--- config.mk ---
export PLATFORM = sky130hd
export DESIGN_NAME = button_debounce_hat_encoder_core_flat
export DESIGN_NICKNAME = d
export VERILOG_FILES = /design/src/rtl/core/bdhe_pkg.sv /design/src/rtl/core/bdhe_if.sv /design/src/rtl/core/bdhe_lane.sv /design/src/rtl/core/bdhe_merge.sv /design/src/rtl/core/button_debounce_hat_encoder_core.sv /design/src/flat_wrapper.sv
export SDC_FILE = /design/constraint.sdc
export NUM_CORES = 1
export LEC_CHECK = 0
export CAP_MARGIN = 40
export CORE_AREA = 2 2 175 177
export CTS_BUF_LIST = sky130_fd_sc_hd__clkbuf_8 sky130_fd_sc_hd__clkbuf_16
export DETAILED_ROUTE_END_ITERATION = 8
export DIE_AREA = 0 0 177 179
export DONT_BUFFER_PORTS = 1
export MAX_ROUTING_LAYER = met4
export SYNTH_ARGS = -nofsm -noshare
export SYNTH_HDL_FRONTEND = slang
export SYNTH_SLANG_ARGS = --single-unit
--- constraint.sdc ---
create_clock -name clk -period 8.04 [get_ports clk]
set_clock_uncertainty 0.05 [all_clocks]
set_input_delay 1.206 -clock clk [delete_from_list [all_inputs] [get_ports clk]]
set_output_delay 1.206 -clock clk [all_outputs]
set_load 0.01 [all_outputs]
--- src/rtl/core/bdhe_pkg.sv ---
// bdhe_pkg: shared types, constants and the hat code lookup for the debounce core
// used by every file under rtl/core, no dependencies
package bdhe_pkg;

  localparam int CNT_W    = 8;
  localparam int NUM_DPAD = 4;
  localparam int HAT_W    = 4;

  localparam logic [CNT_W-1:0] THRESHOLD_RESET = 8'd5;

  localparam logic [HAT_W-1:0] HAT_CENTER     = 4'd0;
  localparam logic [HAT_W-1:0] HAT_UP         = 4'd1;
  localparam logic [HAT_W-1:0] HAT_UP_RIGHT   = 4'd2;
  localparam logic [HAT_W-1:0] HAT_RIGHT      = 4'd3;
  localparam logic [HAT_W-1:0] HAT_DOWN_RIGHT = 4'd4;
  localparam logic [HAT_W-1:0] HAT_DOWN       = 4'd5;
  localparam logic [HAT_W-1:0] HAT_DOWN_LEFT  = 4'd6;
  localparam logic [HAT_W-1:0] HAT_LEFT       = 4'd7;
  localparam logic [HAT_W-1:0] HAT_UP_LEFT    = 4'd8;

  // dpad mask bits: up, right, down, left
  localparam logic [NUM_DPAD-1:0] DIR_UP         = 4'b0001;
  localparam logic [NUM_DPAD-1:0] DIR_RIGHT      = 4'b0010;
  localparam logic [NUM_DPAD-1:0] DIR_DOWN       = 4'b0100;
  localparam logic [NUM_DPAD-1:0] DIR_LEFT       = 4'b1000;
  localparam logic [NUM_DPAD-1:0] DIR_UP_RIGHT   = 4'b0011;
  localparam logic [NUM_DPAD-1:0] DIR_DOWN_RIGHT = 4'b0110;
  localparam logic [NUM_DPAD-1:0] DIR_DOWN_LEFT  = 4'b1100;
  localparam logic [NUM_DPAD-1:0] DIR_UP_LEFT    = 4'b1001;

  typedef struct packed {
    logic             accept;
    logic [CNT_W-1:0] threshold;
  } lane_ctrl_t;

  function automatic logic [HAT_W-1:0] hat_encode(input logic [NUM_DPAD-1:0] dirs);
    logic [HAT_W-1:0] code;
    case (dirs)
      DIR_UP:         code = HAT_UP;
      DIR_UP_RIGHT:   code = HAT_UP_RIGHT;
      DIR_RIGHT:      code = HAT_RIGHT;
      DIR_DOWN_RIGHT: code = HAT_DOWN_RIGHT;
      DIR_DOWN:       code = HAT_DOWN;
      DIR_DOWN_LEFT:  code = HAT_DOWN_LEFT;
      DIR_LEFT:       code = HAT_LEFT;
      DIR_UP_LEFT:    code = HAT_UP_LEFT;
      default:        code = HAT_CENTER;
    endcase
    return code;
  endfunction

endpackage

--- src/rtl/core/bdhe_if.sv ---
// bdhe_if: valid/ready channel interfaces for pin samples and debounced results
// depends on bdhe_pkg for the hat code width
interface bdhe_in_if #(
  parameter int NUM_BUTTONS = 10
);
  logic                         valid;
  logic                         ready;
  logic [NUM_BUTTONS-1:0]       button_levels;
  logic [bdhe_pkg::NUM_DPAD-1:0] dpad_levels;

  modport source (output valid, output button_levels, output dpad_levels, input ready);
  modport sink   (input valid, input button_levels, input dpad_levels, output ready);
endinterface

interface bdhe_out_if #(
  parameter int NUM_BUTTONS = 10
);
  logic                       valid;
  logic                       ready;
  logic [NUM_BUTTONS-1:0]     pressed_mask;
  logic [bdhe_pkg::HAT_W-1:0] hat_code;

  modport source (output valid, output pressed_mask, output hat_code, input ready);
  modport sink   (input valid, input pressed_mask, input hat_code, output ready);
endinterface

--- src/rtl/core/bdhe_lane.sv ---
// bdhe_lane: one debounce channel, stored level and saturating stability count
// depends on bdhe_pkg
module bdhe_lane (
  input  logic                 clk,
  input  logic                 rst_n,
  input  bdhe_pkg::lane_ctrl_t ctrl,
  input  logic                 pin_level,
  output logic                 pressed
);

  logic                       level_r, level_nxt;
  logic [bdhe_pkg::CNT_W-1:0] count_r, count_nxt;
  logic                       sample;

  assign sample = ~pin_level;

  always_comb begin
    level_nxt = level_r;
    count_nxt = count_r;
    if (sample == level_r) begin
      if (count_r < ctrl.threshold) begin
        count_nxt = count_r + 1'b1;
      end
    end else begin
      level_nxt = sample;
      count_nxt = {{(bdhe_pkg::CNT_W-1){1'b0}}, 1'b1};
    end
  end

  // result of this word, taken from the updated state
  assign pressed = (count_nxt >= ctrl.threshold) && level_nxt;

  always_ff @(posedge clk) begin
    if (!rst_n) begin
      level_r <= 1'b0;
      count_r <= '0;
    end else if (ctrl.accept) begin
      level_r <= level_nxt;
      count_r <= count_nxt;
    end
  end

endmodule

--- src/rtl/core/bdhe_merge.sv ---
// bdhe_merge: combines lane results into the pressed mask and hat code, output register
// depends on bdhe_pkg for the hat lookup
module bdhe_merge #(
  parameter int NUM_BUTTONS = 10
) (
  input  logic                          clk,
  input  logic                          load,
  input  logic [NUM_BUTTONS-1:0]        btn_pressed,
  input  logic [bdhe_pkg::NUM_DPAD-1:0] dir_pressed,
  output logic [NUM_BUTTONS-1:0]        pressed_mask,
  output logic [bdhe_pkg::HAT_W-1:0]    hat_code
);

  logic [NUM_BUTTONS-1:0]     mask_r;
  logic [bdhe_pkg::HAT_W-1:0] hat_r;

  always_ff @(posedge clk) begin
    if (load) begin
      mask_r <= btn_pressed;
      hat_r  <= bdhe_pkg::hat_encode(dir_pressed);
    end
  end

  assign pressed_mask = mask_r;
  assign hat_code     = hat_r;

endmodule

--- src/rtl/core/button_debounce_hat_encoder_core.sv ---
// button_debounce_hat_encoder_core: debounced button mask and d-pad hat code
// depends on bdhe_pkg, bdhe_if, bdhe_lane, bdhe_merge
//
// in_chan carries one poll sample per word: raw active-low button and d-pad
// pin levels. out_chan returns one word per sample: the debounced pressed
// mask in input bit order and the hat code (0 centered, 1 up, clockwise to
// 8 up-left; opposite or three and more directions read as centered).
// cfg_we/cfg_wdata write the stability threshold, 5 after reset.
// One lane per pin updates its level and count in the cycle a word is
// accepted; the result sits in the output register from the next cycle.
// Throughput one word per cycle while out_chan takes each result, set by
// the single stage of per-pin counters feeding the output register.
// in_chan.ready stays high while the output register is empty or being
// taken; a stalled receiver holds the result and blocks only the next word.
// Reset clears all levels to released, all counts to zero, the output valid.
module button_debounce_hat_encoder_core #(
  parameter int NUM_BUTTONS = 10
) (
  input  logic                       clk,
  input  logic                       rst_n,
  bdhe_in_if.sink                    in_chan,
  bdhe_out_if.source                 out_chan,
  input  logic                       cfg_we,
  input  logic [bdhe_pkg::CNT_W-1:0] cfg_wdata
);

  logic [bdhe_pkg::CNT_W-1:0]    threshold_r;
  logic                          out_valid_r, out_valid_nxt;
  logic                          accept;
  logic [NUM_BUTTONS-1:0]        btn_pressed;
  logic [bdhe_pkg::NUM_DPAD-1:0] dir_pressed;
  bdhe_pkg::lane_ctrl_t          ctrl;

  assign in_chan.ready = !out_valid_r || out_chan.ready;
  assign accept        = in_chan.valid && in_chan.ready;

  assign ctrl.accept    = accept;
  assign ctrl.threshold = threshold_r;

  always_ff @(posedge clk) begin
    if (!rst_n) begin
      threshold_r <= bdhe_pkg::THRESHOLD_RESET;
    end else if (cfg_we) begin
      threshold_r <= cfg_wdata;
    end
  end

  genvar g;
  generate
    for (g = 0; g < NUM_BUTTONS; g++) begin : g_btn
      bdhe_lane u_lane (
        .clk       (clk),
        .rst_n     (rst_n),
        .ctrl      (ctrl),
        .pin_level (in_chan.button_levels[g]),
        .pressed   (btn_pressed[g])
      );
    end
    for (g = 0; g < bdhe_pkg::NUM_DPAD; g++) begin : g_dir
      bdhe_lane u_lane (
        .clk       (clk),
        .rst_n     (rst_n),
        .ctrl      (ctrl),
        .pin_level (in_chan.dpad_levels[g]),
        .pressed   (dir_pressed[g])
      );
    end
  endgenerate

  bdhe_merge #(
    .NUM_BUTTONS (NUM_BUTTONS)
  ) u_merge (
    .clk          (clk),
    .load         (accept),
    .btn_pressed  (btn_pressed),
    .dir_pressed  (dir_pressed),
    .pressed_mask (out_chan.pressed_mask),
    .hat_code     (out_chan.hat_code)
  );

  always_comb begin
    out_valid_nxt = out_valid_r;
    if (accept) begin
      out_valid_nxt = 1'b1;
    end else if (out_chan.ready) begin
      out_valid_nxt = 1'b0;
    end
  end

  always_ff @(posedge clk) begin
    if (!rst_n) begin
      out_valid_r <= 1'b0;
    end else begin
      out_valid_r <= out_valid_nxt;
    end
  end

  assign out_chan.valid = out_valid_r;

endmodule
--- src/flat_wrapper.sv ---
// flat-port wrapper written by rule: the top's interface ports become plain ports
module button_debounce_hat_encoder_core_flat 
#(
  parameter int NUM_BUTTONS = 10
)
  (clk, rst_n, cfg_we, cfg_wdata, in_chan_valid, in_chan_button_levels, in_chan_dpad_levels, in_chan_ready, out_chan_valid, out_chan_pressed_mask, out_chan_hat_code, out_chan_ready);
  bdhe_in_if #(.NUM_BUTTONS(NUM_BUTTONS)) in_chan_i ();
  bdhe_out_if #(.NUM_BUTTONS(NUM_BUTTONS)) out_chan_i ();
  input  logic clk;
  input  logic rst_n;
  input  logic cfg_we;
  input  logic [bdhe_pkg::CNT_W-1:0] cfg_wdata;
  input wire logic [$bits(in_chan_i.valid)-1:0] in_chan_valid;
  input wire logic [$bits(in_chan_i.button_levels)-1:0] in_chan_button_levels;
  input wire logic [$bits(in_chan_i.dpad_levels)-1:0] in_chan_dpad_levels;
  output wire logic [$bits(in_chan_i.ready)-1:0] in_chan_ready;
  output wire logic [$bits(out_chan_i.valid)-1:0] out_chan_valid;
  output wire logic [$bits(out_chan_i.pressed_mask)-1:0] out_chan_pressed_mask;
  output wire logic [$bits(out_chan_i.hat_code)-1:0] out_chan_hat_code;
  input wire logic [$bits(out_chan_i.ready)-1:0] out_chan_ready;
  assign in_chan_i.valid = in_chan_valid;
  assign in_chan_i.button_levels = in_chan_button_levels;
  assign in_chan_i.dpad_levels = in_chan_dpad_levels;
  assign in_chan_ready = in_chan_i.ready;
  assign out_chan_valid = out_chan_i.valid;
  assign out_chan_pressed_mask = out_chan_i.pressed_mask;
  assign out_chan_hat_code = out_chan_i.hat_code;
  assign out_chan_i.ready = out_chan_ready;
  button_debounce_hat_encoder_core #(.NUM_BUTTONS(NUM_BUTTONS)) u_core (.clk(clk), .rst_n(rst_n), .in_chan(in_chan_i), .out_chan(out_chan_i), .cfg_we(cfg_we), .cfg_wdata(cfg_wdata));
endmodule
# Word level (Yosys, flattened, before mapping)
# Memory sizes are Yosys's and may differ from the RTL's. A register that Yosys moved wholly into a read port is not among the register bits.
# Index checks and enable logic that the tools add are counted.
# Widths: inputs -> output; s select.
word_totals:
  out_inout_bits: 16
  reg_bits: 145
  mem_bits_ro: 64
  inputBits: 27
  elab_cells: 164
  n_memories: 1
classes:
  add_sub_neg: 14
  magnitude_cmp: 28
  mux: 44
  n_reduce_logical: 18
  n_eq_ne: 14
  bitwise_logic: 14
mem_list:
  columns: ["name", "depth", "width", "read_ports", "rd_clocked_by_memory_dff", "wr", "line_no", "source"]
  rows:
  - ["(no name shown)", 16, 4, 1, 1, 0, "bdhe_pkg.sv:38", "case (dirs)"]
ops:
  columns: ["op", "n"]
  rows:
  - ["$mux 8", 28]
  - ["$add 8x1->8 const B", 14]
  - ["$ge 8x8->1", 14]
  - ["$lt 8x8->1", 14]
  - ["$mux 1", 16]
  - ["$logic_and 1x1->1", 15]
  - ["$eq 1x1->1", 14]
  - ["$not 1->1", 14]
  - ["$reduce_bool 2->1", 1]
  - ["$logic_not 1->1", 1]
  - ["$logic_or 1x1->1", 1]

# Logic depth before layout (Yosys ltp)
# Gate-level depths: netlist of the first run.
depth:
  word_depth: 5
  ltp_mapped: 17
  ltp_nobuf: 16

# By module
# Synthesis of the first run repeated with hierarchy kept, for this count alone.
unflattened:
  cells_unflattened: 1895
  area_unflattened_um2: 15080.7
by_module_without_submodules:
  columns: ["module", "seq_area_each_um2", "cells_per_inst", "n_inst", "area_each_um2"]
  rows:
  - ["bdhe_lane (u_core.g_btn[0].u_lane ...)", 180.2, 130, 7, 1029.7]
  - ["bdhe_lane (u_core.g_btn[7].u_lane ...)", 180.2, 134, 4, 1006.0]
  - ["bdhe_lane (u_core.g_btn[6].u_lane ...)", 180.2, 130, 2, 1004.7]
  - ["bdhe_lane (u_core.g_btn[9].u_lane)", 180.2, 134, 1, 1001.0]
  - ["bdhe_merge", 420.4, 25, 1, 498.0]
  - ["button_debounce_hat_encoder_core", 180.2, 30, 1, 340.3]

# Least setup slack after synthesis of the first run
# No wires, ideal clock.
synth_path:
  path_kind: "register -> register"
  from: "register u_core.threshold_r[2] (netlist bit)"
  to: "register u_core.u_merge.hat_r, in the netlist u_core.u_merge.hat_code[0], data pin"
  path_buffers: 0
  setup_time_ns: 0.257
  synth_period_minus_slack_ns: 3.978
  path_stages_with_launch: 16
  path_slack_ns: 4.062
  arrival_ns: 3.671
  t_required_ns: 7.733
  path_cell_list: "dfxtp_1 > inv_1 > ha_1 > a211oi_1 > o21ai_1 > a2111oi_2 > xnor2_1 > nor2_1 > ha_1 > a21o_1 > a211o_1 > o21bai_1 > o221ai_1 > ha_1 > inv_1 > o2bb2ai_1"
synth_between:
  elab_chain_len: 5
  elab_cells_between_ends: 20
  classes_between: "order compare (8); mux (8); reduce/logical (4)"
synth_rtl:
  columns: ["item", "line_no", "source"]
  rows:
  - ["start, declared", "button_debounce_hat_encoder_core.sv:27", "logic [bdhe_pkg::CNT_W-1:0] threshold_r;"]
  - ["start signal, assigned", "button_debounce_hat_encoder_core.sv:42", "threshold_r <= bdhe_pkg::THRESHOLD_RESET;"]
  - ["start signal, assigned", "button_debounce_hat_encoder_core.sv:44", "threshold_r <= cfg_wdata;"]
  - ["$lt 8x8->1", "bdhe_lane.sv:21", "if (count_r < ctrl.threshold) begin"]
  - ["$mux 8", "bdhe_lane.sv:21", null]
  - ["$mux 8", "bdhe_lane.sv:20", "if (sample == level_r) begin"]
  - ["net u_core.g_dir[1].u_lane.count_nxt, one bit", "bdhe_lane.sv:12", "logic [bdhe_pkg::CNT_W-1:0] count_r, count_nxt;"]
  - ["$ge 8x8->1", "bdhe_lane.sv:31", "assign pressed = (count_nxt >= ctrl.threshold) && level_nxt;"]
  - ["$logic_and 1x1->1", "bdhe_lane.sv:31", null]
  - ["end, declared", "bdhe_merge.sv:15", "logic [bdhe_pkg::HAT_W-1:0] hat_r;"]
# The timed path passes the listed nets, and every way through them passes these cells.
# A chain may end at the register's enable or synchronous reset.

# Worst setup path in the final report of the first run
# Ends and elaborated chain as after synthesis.

==> run metrics, run 1 <==
result of the run finished clean; total number of vias 13600; width of the die 177 µm; clock insertion delay at the later pin of the skew report 440 ps; total global routing overflow 0; number of design rule violations left after detail routing 0; Max Cap Viol 0; number of global-route vias before repair 12500; H-tree levels 4; Final WS setup 3530 ps; number of placed instances with taps included 2136; most frequent cell after synthesis sky130_fd_sc_hd__ha_1; peak supply drop 141 µV; fraction of power consumed by the clock network 0.407; Area contributors post-synth sky130_fd_sc_hd__ha_1, sky130_fd_sc_hd__dfxtp_1, sky130_fd_sc_hd__nor2_1; Critical Path Fanout Max 17; non-filler cells in the finished layout 2168; worst slew margin relative to its limit 0.463; final hold violations 0; number of nets produced by synthesis 2090; cell area after synthesis 0.0147 mm²; clock tree from TritonCTS done; Iteration-0 DRC Markers 953; number of cell rows 64; post-CTS resize count 0; area of the die 0.0317 mm²; pin count of the biggest net entering global routing 133; Final Power 2.04 mW; YS warnings 0; cell count after synthesis 1810; antenna-violating nets left 0; number of flip-flops and latches in the synthesized netlist 149; clk slew on worst S/H paths 60 ps; Post-Route Setup TNS 0 ps; worst-case hold slack 444 ps; Final Core Density 0.517; relative area change from synthesis to final layout 5.85%; Netlist cell types 70; Worst Path Class, Setup flop to flop; count of hold buffers inserted by post-cts repair 0; register-to-register setup slack 3530 ps; Routed Wire Length 39300 µm; critical path startpoint category flop; All-Layer GR Usage 0.259; # clock sinks 149; placed instance area 0.0149 mm²; transition time at the pin with the least slew margin 799 ps; most used flip-flop cell after synthesis sky130_fd_sc_hd__dfxtp_1; combinational group share of total power 0.198; P per Cell Area 132 mW/mm²; power share of the sequential group 0.395; share of cells above drive strength 1 0.0497; Arrival @ worst endpoint 4650 ps; proportion of synthesized chip area in sequential cells 0.213; number of antenna violations at the first check in global routing 1; Power Internal 1.39 mW; number of clock buffers inserted by TritonCTS 17; share of the cycle needed by the critical path after routing 0.561; port buffer count 0; number of enable-type register cells in the synthesized netlist 14; leading post-synthesis cells by instance count sky130_fd_sc_hd__ha_1, sky130_fd_sc_hd__nor2_1, sky130_fd_sc_hd__nand2_1, sky130_fd_sc_hd__dfxtp_1, sky130_fd_sc_hd__a21oi_1; initial core utilization 0.488; cell taking the most area after synthesis sky130_fd_sc_hd__ha_1; iteration count of the initial detailed-routing pass 6; Final Wtd Congestion 0.854; Req. time, crit path 8180 ps; time the worst path needs with I/O delays and setup 4510 ps; total non-filler cell area in the finished layout 0.0155 mm²; worst hold path type flop to flop; fraction of post-synthesis cell area in the top cell type by area 0.216; final setup violation count 0; clk buf depth 2; drt via density 6.29; sw frac 0.318; share of synthesized registers carrying an async set or reset 0; cell leakage power 6.25 nW; reported net switching power 0.649 mW; Pins Over Slew Limit 0; Chip Height 179 µm; buffers inserted by post-CTS timing repair 0; detailed-placement wirelength estimate 25800 µm; crit end category flop; net count reported at finish 2039; routed length per placed instance 18.1 µm; average cell area after synthesis 8.10 µm²; CORE AREA 0.0300 mm²; global-route wire length before repair 64700 µm; CTS root buf sky130_fd_sc_hd__clkbuf_16; # diodes 0; post-placement worst setup slack 3520 ps; setup repair after global routing missed its margin false; Max Clock Freq 222 MHz; count of boundary I/O pins 43
==> cell usage in the layout (no fill, tap or decap), drive strengths merged, types with 32 or more instances in the layout <==
| master | netlist | final |
|---|---|---|
| a211oi | 65 | 65 |
| a21o | 33 | 33 |
| a21oi | 107 | 107 |
| a31oi | 32 | 32 |
| dfxtp | 135 | 135 |
| ha | 253 | 253 |
| inv | 68 | 70 |
| nand2 | 137 | 137 |
| nand3 | 89 | 89 |
| nand4 | 42 | 42 |
| nor2 | 145 | 145 |
| o211ai | 45 | 45 |
| o21ai | 91 | 91 |
| or3 | 42 | 42 |
| xnor2 | 40 | 40 |
==> worst paths after layout <==
kind                                                         start                                   end  depth (start not counted)
worst max-delay path            u_core.threshold_r[2]$_SDFFE_PN1P_  u_core.u_merge.hat_code[0]$_DFFE_PP_                         16
worst min-delay path            u_core.threshold_r[7]$_SDFFE_PN0P_    u_core.threshold_r[7]$_SDFFE_PN0P_                          2
worst max register to register  u_core.threshold_r[2]$_SDFFE_PN1P_  u_core.u_merge.hat_code[0]$_DFFE_PP_                         16
worst min register to register  u_core.threshold_r[7]$_SDFFE_PN0P_    u_core.threshold_r[7]$_SDFFE_PN0P_                          2
==> cell type report <==
type | count | area (µm²)
Clock buffer | 23 | 553
Clock inverter | 9 | 46.3
Fill cell | 2883 | 14500
Inverter | 73 | 275
Multi-Input combinational cell | 1504 | 10900
Sequential cell | 149 | 3120
Tap cell | 396 | 495
Timing Repair Buffer | 14 | 105
==> per-layer routing <==
layer	GRT usage	up-vias	wire length [µm]
met1	0.337	6452	18600
met5	-	-	0
met3	0.0329	41	1700
met4	0.0689	0	648
met2	0.426	335	18300
li1	-	6815	-
==> registers in the layout, indices dropped and copies added, names as in the netlist <==
register,cells
u_core.out_chan.valid,1
u_core.u_merge.pressed_mask,10
u_core.g_btn.u_lane.level_r,10
u_core.u_merge.hat_code,4
u_core.threshold_r,8
u_core.g_dir.u_lane.level_r,4
u_core.g_dir.u_lane.count_r,32
u_core.g_btn.u_lane.count_r,80
==> cells by family after synthesis <==
group                      count (synthesis)  synth area share
muxes                                     27            0.0184
buffers and inverters                    157            0.0426
adders and majority gates                253             0.216
xor gates and xnor gates                  60            0.0358
and+or+nand+nor                          632             0.218
AOI/OAI and AO/OA                        532             0.257
DFF                                      149             0.213
==> worst max-delay path, cell delays in order (launching register included) <==
cell and delay [ps]:
sky130_fd_sc_hd__dfxtp_1 300, sky130_fd_sc_hd__inv_1 390, sky130_fd_sc_hd__buf_4 390, sky130_fd_sc_hd__ha_1 300, sky130_fd_sc_hd__a211oi_1 230, sky130_fd_sc_hd__o21ai_1 190
sky130_fd_sc_hd__a2111oi_2 530, sky130_fd_sc_hd__xnor2_1 170, sky130_fd_sc_hd__nor2_1 60, sky130_fd_sc_hd__ha_1 310, sky130_fd_sc_hd__a21o_1 180, sky130_fd_sc_hd__a211o_1 300
sky130_fd_sc_hd__o21bai_1 150, sky130_fd_sc_hd__o221ai_1 280, sky130_fd_sc_hd__ha_1 290, sky130_fd_sc_hd__inv_1 60, sky130_fd_sc_hd__o2bb2ai_1 60
==> power groups by stage <==
| stage | registers, mW | logic (mW) | clock network [mW] |
|---|---|---|---|
| global placement | 0.824 | 0.396 | 0 |
| detailed placement | 0.824 | 0.403 | 0 |
| finish | 0.808 | 0.404 | 0.831 |
| CTS | 0.808 | 0.406 | 0.852 |
| floorplan | 0.814 | 0.309 | 0 |
| global route | 0.812 | 0.460 | 0.879 |
Power figures use the tool's default switching activity.
==> run 2, diff against run 1 <==
- PLACE_DENSITY: default -> 0.67
- clock period: 8.04 -> 4.05 ns (I/O delays scaled with it)
==> run metrics, run 2 (same netlist as run 1, synthesis figures left out) <==
time the worst path needs with I/O delays and setup 3830 ps; critical path startpoint category flop; initial core utilization 0.488; final setup violation count 0; pin count of the biggest net entering global routing 133; worst hold path type input port to flop; number of design rule violations left after detail routing 0; drt via density 6.26; Pins Over Slew Limit 0; count of hold buffers inserted by post-cts repair 0; Max Clock Freq 261 MHz; number of flip-flops in the largest register 80; number of antenna violations at the first check in global routing 1; Regs by FF count u_core.g_btn.u_lane.count_r: 80 flops, u_core.g_dir.u_lane.count_r: 32 flops; antenna-violating nets left 0; port buffer count 0; crit end category flop; detailed-placement wirelength estimate 26700 µm; post-CTS resize count 0; Post-Route Setup TNS 0 ps; result of the run finished clean; commonest non-fill, non-tap cell in the layout sky130_fd_sc_hd__ha_1; register name with the most flops u_core.g_btn.u_lane.count_r; share of the cycle needed by the critical path after routing 0.947; total area of sequential cells 0.00312 mm²; cell leakage power 6.37 nW; number of clock buffers inserted by TritonCTS 17; Max Cap Viol 0; share of cells above drive strength 1 0.0650; # clock sinks 149; All-Layer GR Usage 0.262; routed length per placed instance 18.1 µm; Final WS setup 216 ps; net count reported at finish 2068; total global routing overflow 0; clock insertion delay at the later pin of the skew report 450 ps; Routed Wire Length 39700 µm; Critical Path Fanout Max 5; P per Cell Area 252 mW/mm²; CTS root buf sky130_fd_sc_hd__clkbuf_16; width of the die 177 µm; number of global-route vias before repair 13100; commonest non-fill, non-tap cells in the layout sky130_fd_sc_hd__ha_1, sky130_fd_sc_hd__nor2_1, sky130_fd_sc_hd__nand2_1; clk slew on worst S/H paths 70 ps; post-placement worst setup slack 231 ps; number of cell rows 64; peak supply drop 289 µV; Final Power 3.96 mW; Final Wtd Congestion 0.918; total number of vias 13800; clock tree from TritonCTS done; Filler cells 2792; final hold violations 0; setup repair after global routing missed its margin false; Arrival @ worst endpoint 3990 ps; iteration count of the initial detailed-routing pass 5; worst slew margin relative to its limit 0.536; Chip Height 179 µm; Worst Path Class, Setup flop to flop; Iteration-0 DRC Markers 873; transition time at the pin with the least slew margin 691 ps; footprint of the multi-input gates 0.0109 mm²; CORE AREA 0.0300 mm²; area of the die 0.0317 mm²; global-route wire length before repair 65700 µm; relative area change from synthesis to final layout 7.20%; clk buf depth 2; Req. time, crit path 4200 ps; worst-case hold slack 238 ps; buffers inserted by post-CTS timing repair 0; Final Core Density 0.523; count of boundary I/O pins 43; H-tree levels 4
## run 2: area by class of cell
class | count | area share
multi-input cells | 1504 | 0.695
well taps | 396 | 0.0315
flip-flops and latches | 149 | 0.199
clock buffers | 20 | 0.0297
diodes | 1 | 0.000159
clock inverters | 12 | 0.00430
repair buffers | 43 | 0.0229
inverters | 73 | 0.0175
## run 2: metal layers
layer  GRT usage  part of all wire  vias up
met5           -                 0        -
met4       0.101             0.030        0
met3      0.0428             0.045       85
met2       0.420              0.46      340
met1       0.331              0.47     6467
li1            -                 -     6872
## run 2: worst paths after layout
kind | endpoint | startpoint | cells after the start | slack (ps)
worst max-delay path | u_core.u_merge.hat_code[0]$_DFFE_PP_ | u_core.threshold_r[7]$_SDFFE_PN0P_ | 15 | 220
worst min-delay path | u_core.out_chan.valid$_SDFFE_PN0P_ | in_chan_valid | 2 | 240
worst max register to register | u_core.u_merge.hat_code[0]$_DFFE_PP_ | u_core.threshold_r[7]$_SDFFE_PN0P_ | 15 | 220
worst min register to register | u_core.g_dir[1].u_lane.level_r$_SDFFE_PN0P_ | u_core.g_dir[1].u_lane.level_r$_SDFFE_PN0P_ | 2 | 450
## run 2: critical path: stages (launching register included)
cell and delay (ps):
sky130_fd_sc_hd__dfxtp_1 340, sky130_fd_sc_hd__clkinv_1 130, sky130_fd_sc_hd__ha_1 310, sky130_fd_sc_hd__a21oi_1 110, sky130_fd_sc_hd__o21ai_0 210, sky130_fd_sc_hd__a2111oi_2 550, sky130_fd_sc_hd__xnor2_1 180, sky130_fd_sc_hd__nor2_1 60
sky130_fd_sc_hd__ha_1 310, sky130_fd_sc_hd__a21o_1 180, sky130_fd_sc_hd__a211o_1 310, sky130_fd_sc_hd__o21bai_1 170, sky130_fd_sc_hd__o221ai_1 280, sky130_fd_sc_hd__ha_1 290, sky130_fd_sc_hd__inv_1 70, sky130_fd_sc_hd__o2bb2ai_1 60
## run 2: report_power, final
group          leakage [nW]  switching (mW)  internal [mW]
clock                 0.273           0.692          0.820
sequential             1.24          0.0658           1.54
combinational          4.86           0.535          0.304
## run 2: through the flow
stage / cells / instance area (µm²)
2_1_floorplan: 1810 / 14700
3_3_place_gp: 2165 / 15200
3_5_place_dp: 2165 / 15200
4_1_cts: 2197 / 15700
5_1_grt: 2198 / 15700
6_report: 2198 / 15700
==> run 3, diff against run 2 <==
- CORE_AREA: 2 2 175 177 -> 2 2 160 162
- CTS_CLUSTER_SIZE: default -> 20
- DIE_AREA: 0 0 177 179 -> 0 0 162 164
- PLACE_DENSITY: 0.67 -> 0.75
- clock period: 4.05 -> 4.9 ns (I/O delays scaled with it)
==> run metrics, run 3 (same netlist as run 1, synthesis figures left out) <==
routed length per placed instance 18.3 µm; final setup violation count 0; commonest non-fill, non-tap cells in the layout sky130_fd_sc_hd__ha_1, sky130_fd_sc_hd__nor2_1, sky130_fd_sc_hd__nand2_1; number of antenna violations at the first check in global routing 0; number of design rule violations left after detail routing 2; number of global-route vias before repair 12900; post-CTS resize count 0; setup repair after global routing missed its margin false; worst slew margin relative to its limit 0.493; number of cell rows 58; global-route wire length before repair 63600 µm; relative area change from synthesis to final layout 5.55%; transition time at the pin with the least slew margin 755 ps; pin count of the biggest net entering global routing 133; # clock sinks 149; critical path startpoint category flop; net count reported at finish 2041; buffers inserted by post-CTS timing repair 0; Reg2Reg Depth 16; Pins Over Slew Limit 0; antenna-violating nets left 0; time the worst path needs with I/O delays and setup 4110 ps; Hold Crit Depth 1; initial core utilization 0.591; Arrival @ worst endpoint 4240 ps; hold path startpoint rst_n; peak supply drop 149 µV; port buffer count 0; result of the run complete, but fails checks; Max Clock Freq 243 MHz; iteration count of the initial detailed-routing pass 8; total number of vias 13800; CORE AREA 0.0248 mm²; share of cells above drive strength 1 0.0485; capture point of the worst reg-to-reg path u_core.u_merge.hat_code[0]$_DFFE_PP_; detailed-placement wirelength estimate 25300 µm; share of the cycle needed by the critical path after routing 0.839; final hold violations 0; Chip Height 164 µm; number of flip-flops in the largest register 80; Critical Path Fanout Max 14; number of placed instances with taps included 2072; Req. time, crit path 5030 ps; area of the die 0.0266 mm²; reg-to-reg critical path startpoint u_core.threshold_r[4]$_SDFFE_PN0P_; clock tree from TritonCTS done; commonest non-fill, non-tap cell in the layout sky130_fd_sc_hd__ha_1; register name with the most flops u_core.g_btn.u_lane.count_r; Max Cap Viol 0; drt via density 6.57; crit end category flop; CTS root buf sky130_fd_sc_hd__clkbuf_16; violations in the final reports design-rule violations; count of boundary I/O pins 43; clock insertion delay at the later pin of the skew report 430 ps; non-filler cells in the finished layout 2104; H-tree levels 4; Worst Path Class, Setup flop to flop; Iteration-0 DRC Markers 1058; cell leakage power 6.27 nW; total global routing overflow 0; Post-Route Setup TNS 0 ps; number of clock buffers inserted by TritonCTS 17; P per Cell Area 218 mW/mm²; worst hold path type input port to flop; count of hold buffers inserted by post-cts repair 0; Routed Wire Length 38600 µm; Final Wtd Congestion 0.924; All-Layer GR Usage 0.299; clk buf depth 2; width of the die 162 µm; register-to-register setup slack 790 ps; # diodes 0; hold worst-path end u_core.threshold_r[0]$_SDFFE_PN1P_; Regs by FF count u_core.g_btn.u_lane.count_r: 80 flops, u_core.g_dir.u_lane.count_r: 32 flops; clk slew on worst S/H paths 60 ps
==> run 3: changes by cell type in the layout (fill, tap and decap cells not counted), sizes merged <==
cell / delta
diode: -1
clkinvlp: -2
clkbuf: -3
clkinv: +1
buf: -27
bufinv: +4
==> run 3: worst max-delay path, stage by stage (launching register included) <==
cell	delay, ps
sky130_fd_sc_hd__dfxtp_1	330
sky130_fd_sc_hd__inv_1	40
sky130_fd_sc_hd__buf_4	190
sky130_fd_sc_hd__ha_1	280
sky130_fd_sc_hd__nand2_1	40
sky130_fd_sc_hd__nor3_1	490
sky130_fd_sc_hd__a21o_1	430
sky130_fd_sc_hd__or3_1	180
sky130_fd_sc_hd__a21oi_1	70
sky130_fd_sc_hd__ha_1	240
sky130_fd_sc_hd__a21o_1	160
sky130_fd_sc_hd__a211o_1	310
sky130_fd_sc_hd__o21bai_1	180
sky130_fd_sc_hd__o221ai_1	430
sky130_fd_sc_hd__ha_1	320
sky130_fd_sc_hd__inv_1	70
sky130_fd_sc_hd__o2bb2ai_1	60
==> run 3: routing by layer <==
layer / GRT usage / routed length (µm)
met1: 0.372 / 17300
met2: 0.506 / 18600
met3: 0.0402 / 1850
met4: 0.0905 / 833
met5: - / 0
==> run 3: worst max-delay path by stage <==
stage	slack, ps	endpoint	depth (start not counted)	from
3_3_place_gp	990	u_core.u_merge.hat_code[0]$_DFFE_PP_	16	u_core.threshold_r[2]$_SDFFE_PN1P_
6_report	790	u_core.u_merge.hat_code[0]$_DFFE_PP_	16	u_core.threshold_r[4]$_SDFFE_PN0P_
2_1_floorplan	920	u_core.u_merge.hat_code[0]$_DFFE_PP_	15	u_core.threshold_r[2]$_SDFFE_PN1P_
3_5_place_dp	900	u_core.u_merge.hat_code[3]$_SDFFCE_PP0P_	14	u_core.threshold_r[7]$_SDFFE_PN0P_
4_1_cts	800	u_core.u_merge.hat_code[0]$_DFFE_PP_	14	u_core.g_dir[1].u_lane.count_r[2]$_SDFFE_PN0P_
5_1_grt	560	u_core.u_merge.hat_code[1]$_DFFE_PP_	14	u_core.threshold_r[7]$_SDFFE_PN0P_
==> run 3: power breakdown <==
part           internal (mW)  switching (mW)
logic                  0.232           0.432
registers               1.27          0.0538
clock network          0.839           0.553
==> run 3: cell type report <==
type,count,area [µm²]
clock buffers,17,425
clock inverters,15,173
fillers,2216,9340
inverters,73,275
multi-input cells,1504,10900
flip-flops and latches,149,3120
well taps,330,413
repair buffers,16,145
==> run 3: metrics by stage <==
| stage | total power, mW | utilization | hold slack [ps] | setup WS [ps] | cell area, µm² |
|---|---|---|---|---|---|
| floorplan | 1.84 | - | 410 | 922 | 14700 |
| global placement | 1.98 | 0.600 | 422 | 988 | 14900 |
| detailed placement | 2.00 | 0.600 | 438 | 901 | 14900 |
| CTS | 3.39 | 0.624 | 339 | 801 | 15500 |
| global route | 3.54 | 0.624 | 363 | 558 | 15500 |
| finish | 3.38 | 0.624 | 367 | 789 | 15500 |
